File: src/sv/cbpe_pkg.sv
// Package for the cubic Bezier point evaluator: fixed-point widths, payload
// structs, the weight vector type and the stage advance struct. No dependencies.
package cbpe_pkg;

	// Fraction bits of the curve parameter and the weights; 1 << FRAC_BITS is 1.0.
	localparam int FRAC_BITS = 9;
	localparam int COORD_W   = 16;
	localparam int T_W       = 10;
	localparam int Q_W       = 2 * T_W;
	localparam int C_W       = 3 * T_W;
	localparam int C3_W      = C_W + 2 - 2 * FRAC_BITS;
	localparam int Q3_W      = Q_W + 2 - FRAC_BITS;
	localparam int L3_W      = T_W + 2;
	localparam int ONE_W     = FRAC_BITS + 1;

	localparam int MAX_A     = (C3_W > Q3_W) ? C3_W : Q3_W;
	localparam int MAX_B     = (L3_W > ONE_W) ? L3_W : ONE_W;
	// Three bits of headroom cover the sign and the additions of each weight.
	localparam int W_W       = ((MAX_A > MAX_B) ? MAX_A : MAX_B) + 3;
	localparam int P_W       = W_W + COORD_W;
	localparam int PS_W      = P_W + 1;
	localparam int ACC_W     = P_W + 2;
	localparam int SH_W      = ACC_W - FRAC_BITS;

	localparam int NUM_PTS   = 4;

	typedef logic signed [COORD_W-1:0] coord_t;
	typedef logic signed [W_W-1:0]     weight_t;
	typedef weight_t [NUM_PTS-1:0]     weights_t;

	typedef struct packed {
		logic signed [COORD_W-1:0] p0_x;
		logic signed [COORD_W-1:0] p0_y;
		logic signed [COORD_W-1:0] p1_x;
		logic signed [COORD_W-1:0] p1_y;
		logic signed [COORD_W-1:0] p2_x;
		logic signed [COORD_W-1:0] p2_y;
		logic signed [COORD_W-1:0] p3_x;
		logic signed [COORD_W-1:0] p3_y;
		logic [T_W-1:0]            t_param;
	} in_item_t;

	typedef struct packed {
		logic signed [COORD_W-1:0] curve_x;
		logic signed [COORD_W-1:0] curve_y;
	} out_item_t;

	// Load enables of the first three pipeline stages.
	typedef struct packed {
		logic s1;
		logic s2;
		logic s3;
	} adv_t;

endpackage

File: src/sv/cbpe_weights.sv
// Three-stage pipeline that turns the curve parameter into the four Bernstein
// weights (t squared, t cubed, then shifts and adds). Depends on cbpe_pkg.
module cbpe_weights import cbpe_pkg::*; (
	input  logic           clk,
	input  adv_t           adv,
	input  logic [T_W-1:0] t_param,
	output weights_t       weights
);

	logic [T_W-1:0]    t_s1;
	logic [Q_W-1:0]    q_s1;
	logic [T_W-1:0]    t_s2;
	logic [Q_W-1:0]    q_s2;
	logic [C_W-1:0]    c_s2;
	weights_t          w_s3;

	logic [C_W+1:0]    c_x3;
	logic [Q_W+1:0]    q_x3;
	logic [C3_W-1:0]   c3;
	logic [Q3_W-1:0]   q3;
	logic [L3_W-1:0]   l3;
	logic [T_W+2-1:0]  cu;
	weight_t           c3_s;
	weight_t           q3_s;
	weight_t           l3_s;
	weight_t           cu_s;
	weight_t           one_s;

	always_ff @(posedge clk) begin
		if (adv.s1) begin
			t_s1 <= t_param;
			q_s1 <= Q_W'(t_param) * Q_W'(t_param);
		end
		if (adv.s2) begin
			t_s2 <= t_s1;
			q_s2 <= q_s1;
			c_s2 <= C_W'(q_s1) * C_W'(t_s1);
		end
		if (adv.s3) begin
			w_s3[0] <= one_s - cu_s + q3_s - l3_s;
			w_s3[1] <= c3_s - (q3_s <<< 1) + l3_s;
			w_s3[2] <= q3_s - c3_s;
			w_s3[3] <= cu_s;
		end
	end

	always_comb begin
		c_x3  = {c_s2, 1'b0} + (C_W+2)'(c_s2);
		q_x3  = {q_s2, 1'b0} + (Q_W+2)'(q_s2);
		c3    = C3_W'(c_x3 >> (2 * FRAC_BITS));
		q3    = Q3_W'(q_x3 >> FRAC_BITS);
		l3    = {t_s2, 1'b0} + L3_W'(t_s2);
		cu    = (T_W+2)'(c_s2 >> (2 * FRAC_BITS));
		c3_s  = W_W'(c3);
		q3_s  = W_W'(q3);
		l3_s  = W_W'(l3);
		cu_s  = W_W'(cu);
		one_s = W_W'(1) <<< FRAC_BITS;
	end

	assign weights = w_s3;

endmodule

File: config.mk
export PLATFORM = sky130hd
export DESIGN_NAME = cbpe_weights
export DESIGN_NICKNAME = d
export VERILOG_FILES = /design/src/sv/cbpe_pkg.sv /design/src/sv/cbpe_weights.sv
export SDC_FILE = /design/constraint.sdc
export NUM_CORES = 1
export LEC_CHECK = 0
export ABC_AREA = 1
export BUFFER_PORTS_ARGS = -buffer_cell sky130_fd_sc_hd__buf_4
export CAP_MARGIN = 40
export CORE_UTILIZATION = 55
export CTS_BUF_LIST = sky130_fd_sc_hd__clkbuf_2 sky130_fd_sc_hd__clkbuf_4 sky130_fd_sc_hd__clkbuf_8
export CTS_CLUSTER_SIZE = 25
export DETAILED_ROUTE_END_ITERATION = 10
export GPL_ROUTABILITY_DRIVEN = 0
export HOLD_SLACK_MARGIN = 0.08
export PLACE_DENSITY = 0.72
export SYNTH_ARGS = -nofsm -noshare
export SYNTH_HDL_FRONTEND = slang
export SYNTH_SLANG_ARGS = --single-unit
export TNS_END_PERCENT = 20
File: constraint.sdc
create_clock -name clk -period 8.95 [get_ports clk]
set_clock_uncertainty 0.15 [all_clocks]
set_input_delay 0.895 -clock clk [delete_from_list [all_inputs] [get_ports clk]]
set_output_delay 0.895 -clock clk [all_outputs]
set_load 0.05 [all_outputs]
### Word level (Yosys, flattened, before mapping)

Index checks and enable logic that the tools add are counted.

* input port bits: 14
* logic and storage cells: 20
* output and inout port bits: 68
* register bits after elaboration: 153

* $mul: 2
* $add $sub $neg: 9

Operators by type and width (number)
* $add 31x30->32: 1
* $mul 20x10->30: 1
* $add 21x20->22: 1
* $mul 10x10->20: 1
* $add 15x13->16: 1
* $sub 15x13->16: 1
* $add 13x14->15: 1
* $sub 13x14->15: 1
* $sub 14x14->15: 1
* $sub 10x12->13 const A: 1
* $add 11x10->12: 1

### Longest topological paths before layout

* depth after elaboration: 3
* depth in mapped cells: 30
* gate-level depth less buffers: 30

### Least setup slack after synthesis

OpenSTA, ideal clock, no wires.

* path kind: input-to-reg
* from: input port t_param[9]
* to: register q_s1[18] (data pin)
* arrival time: 4915 ps
* library setup time: 259 ps
* data required time: 8541 ps
* stages: 18
* path buffers: 1
* path slack: 3626 ps
* cell sequence: clkbuf_1 nand2_1 inv_1 fa_1 inv_1 fa_1 inv_1 fa_1 fa_1 fa_1 ha_1 a21oi_1 inv_1 nor2_1 nand2_1 nand3_1 nand3_1 xor2_1

* word-level cells in the longest chain between the ends: 1

Ends and longest elaborated chain
* start: declaration: line cbpe_weights.sv:6 `input logic [T_W-1:0] t_param,`
* $mul 10x10->20: line cbpe_weights.sv:32 `q_s1 <= Q_W'(t_param) * Q_W'(t_param);`
* end signal: assignment: line cbpe_weights.sv:32
* end: declaration: line cbpe_weights.sv:11 `logic [Q_W-1:0] q_s1;`

Every way passes these cells.
A chain may end at the register's enable or synchronous reset.

### Final worst setup path

* from: register t_s1[3]
* to: register c_s2[18] (data pin)

* word-level cells in the longest chain between the ends: 1

Ends and longest elaborated chain
* start: declaration: line cbpe_weights.sv:10 `logic [T_W-1:0] t_s1;`
* start signal: assignment: line cbpe_weights.sv:31 `t_s1 <= t_param;`
* $mul 20x10->30: line cbpe_weights.sv:37 `c_s2 <= C_W'(q_s1) * C_W'(t_s1);`
* end signal: assignment: line cbpe_weights.sv:37
* end: declaration: line cbpe_weights.sv:14 `logic [C_W-1:0] c_s2;`

Every way passes these cells.

==> metrics.yaml <==
synth_ff_type: "edfxtp_1"
final-setup-viol-count: 0
start_kind: "flip-flop"
synth_seq_cells: 144
multi_input_area_um2: 13530
core_um2: 35830
worst_slack_ns: 3.281
ys_types: 40
synth.top_cells.by_count: "nand2_1 (693), inv_1 (553), ha_1 (237)"
cp.required_ns: 9.09
nFillCells: 3181
htreeDepth: 4
antenna_found_initial: 1
syn_to_final_growth_pct: 6.602
drive_gt1_share_pct: 4.926
numPortBuffers: 76
wl_um: 48760
clockBufferDepth: 2
worstSkewPairLatency_ns: 0.50
cts_tree: "yes"
clock-sinks: 144
syn_area_per_cell_um2: 7.813
synth_top_area_share_pct: 21.44
yosysMostFrequentCell: "nand2_1"
fin_crit_sh_pct: 63.34
drtIter0Drc: 1308
grt_pass1_wl_um: 82270
crit_chain: "nand2_1, fa_1, inv_1, fa_1, fa_1, fa_1, inv_1, fa_1, inv_1, ha_1, nand2_1, nor2_1, inv_1, nor3_1, nand2_1, nand2_1, xor2_1"
ys_async_sr_fraction_pct: 0
hpwl_um: 40440
ctsResizeCount: 0
end_kind: "flip-flop"
outcome: "complete, but fails checks"
worstSetupPathType: "flip-flop to flip-flop"
use_met3_pct: 3.452
register_area_um2: 4324
cp_slowest_cell: "edfxtp_1"
met1_usage_pct: 34.41
cp_max_fo: 20
clk_pin_slew_ns: 0.09
synth_area_leader_cell: "edfxtp_1"
grt_max_degree: 60
finalWorstPathRequiredPeriod_ns: 5.669
max_stage_delay_ns: 0.87
root_buffer: "clkbuf_8"
max_clock_freq_mhz: 176.4
drv_cap: 0
critPathBufInv: 4
ant_nets: 0
cts_made_buffers: 17
grt_busiest_layer: "met2"
firstDrtPassIters: 9
syn_area_um2: 20160
ys_seq_area_share_pct: 21.44
crit_path_frequent_cell: "fa_1"
grt_util_all_layers_pct: 27.56
start_util_pct: 56.28
hold_violations: 0
synth_area_leaders: "edfxtp_1 (21%), fa_1 (20%), ha_1 (15%)"
grtUsageMet2_pct: 46.42
relSlewSlack_pct: 41.56
die-area_um2: 37430
ys_warn_count: 0
dr_total_vias: 16720
rsz0062_at_grt: "false"
die_y_um: 193.5
vias_per_cell: 5.394
syn_inst: 2581
holdCritPathClass: "flip-flop to flip-flop"
drv_slew: 0
n_antenna_cell: 0
tightest_slew_ns: 0.8766
ioPinCount: 82
cts_setup_buffers: 0
drcViolationCount: 18
die_w_um: 193.5
synth-edff-count: 144
grt_pass1_vias: 16970
final_core_util_pct: 60.00
hold_buffers: 0
avgRoutedWirePerCell_um: 15.73
place_area_um2: 21110
num_rows: 69
violations: "design-rule violations"
final_area_um2: 21500
cp_data_arrival_time_ns: 5.80
nets: 3077
fin_tns_setup_ns: 0
grt_overflow: 0
critical_path.top_delay_family: "adder cells"
post-place-ws_ns: 3.322
path summary, 6_finish.rpt:
check | endpoint | depth (start not counted) | startpoint | slack [ns]
max | c_s2[18]$_DFFE_PP_ | 17 | t_s1[3]$_DFFE_PP_ | 3.28
min | weights[51]$_DFFE_PP_ | 0 | c_s2[18]$_DFFE_PP_ | 0.49
max reg2reg | c_s2[18]$_DFFE_PP_ | 17 | t_s1[3]$_DFFE_PP_ | 3.28
min reg2reg | weights[51]$_DFFE_PP_ | 0 | c_s2[18]$_DFFE_PP_ | 0.49
registers in the layout (all words and copies together), names as in the netlist:
| signal | flops |
|---|---|
| t_s2 | 10 |
| t_s1 | 10 |
| q_s1 | 18 |
| weights | 59 |
| q_s2 | 18 |
| c_s2 | 29 |
metrics by stage:
step / std cells / hold WS [ns]
floorplan: 2589 / 0.2744
CTS: 3100 / 0.4868
detailed placement: 3068 / 0.4592
global route: 3100 / 0.4919
finish: 3100 / 0.4860
global placement: 3067 / 0.4490
layout make-up:
class,instances,area share [%]
multi-input cells,1831,62.93
flip-flops and latches,144,20.12
inverters,555,9.692
repair buffers,77,2.782
well taps,461,2.683
clock buffers,19,1.158
clock inverters,13,0.6345
metal layers:
layer / routed length (µm) / part of all wire (%) / vias up
met5: 14 / 0.029 / -
met4: 2635 / 5.4 / 2
met3: 2891 / 5.9 / 150
met2: 23080 / 47 / 611
met1: 20140 / 41 / 7834
li1: - / - / 8125
cells by family after synthesis:
kind of cell | count (synthesis) | share of synthesized area [%]
AND/OR/NAND/NOR | 1019 | 20.74
buffers and inverters | 614 | 11.62
adder cells (fa/ha/maj) | 437 | 34.56
AO/OA/AOI/OAI | 262 | 7.117
flip-flops | 144 | 21.44
XOR/XNOR | 102 | 4.430
other | 2 | 0.03724
multiplexers | 1 | 0.05584
placed cells by master, fill, tap and decap left out, types with 6 or more instances in the layout:
cell type / synthesis / layout
a21o_1: 13 / 13
a21oi_1: 137 / 137
a31oi_1: 8 / 8
buf_4: 10 / 76
clkbuf_8: 0 / 17
conb_1: 2 / 10
edfxtp_1: 144 / 144
fa_1: 200 / 200
ha_1: 237 / 237
inv_1: 553 / 553
nand2_1: 693 / 693
nand3_1: 120 / 120
nand3b_1: 6 / 6
nand4_1: 26 / 26
nor2_1: 132 / 132
nor3_1: 18 / 18
o21ai_0: 65 / 65
o21ai_1: 8 / 8
o21bai_1: 17 / 17
xnor2_1: 22 / 22
xor2_1: 80 / 80
Power is not shown: default switching activity piles up to over one toggle a cycle in this logic, so the estimate is an artifact.
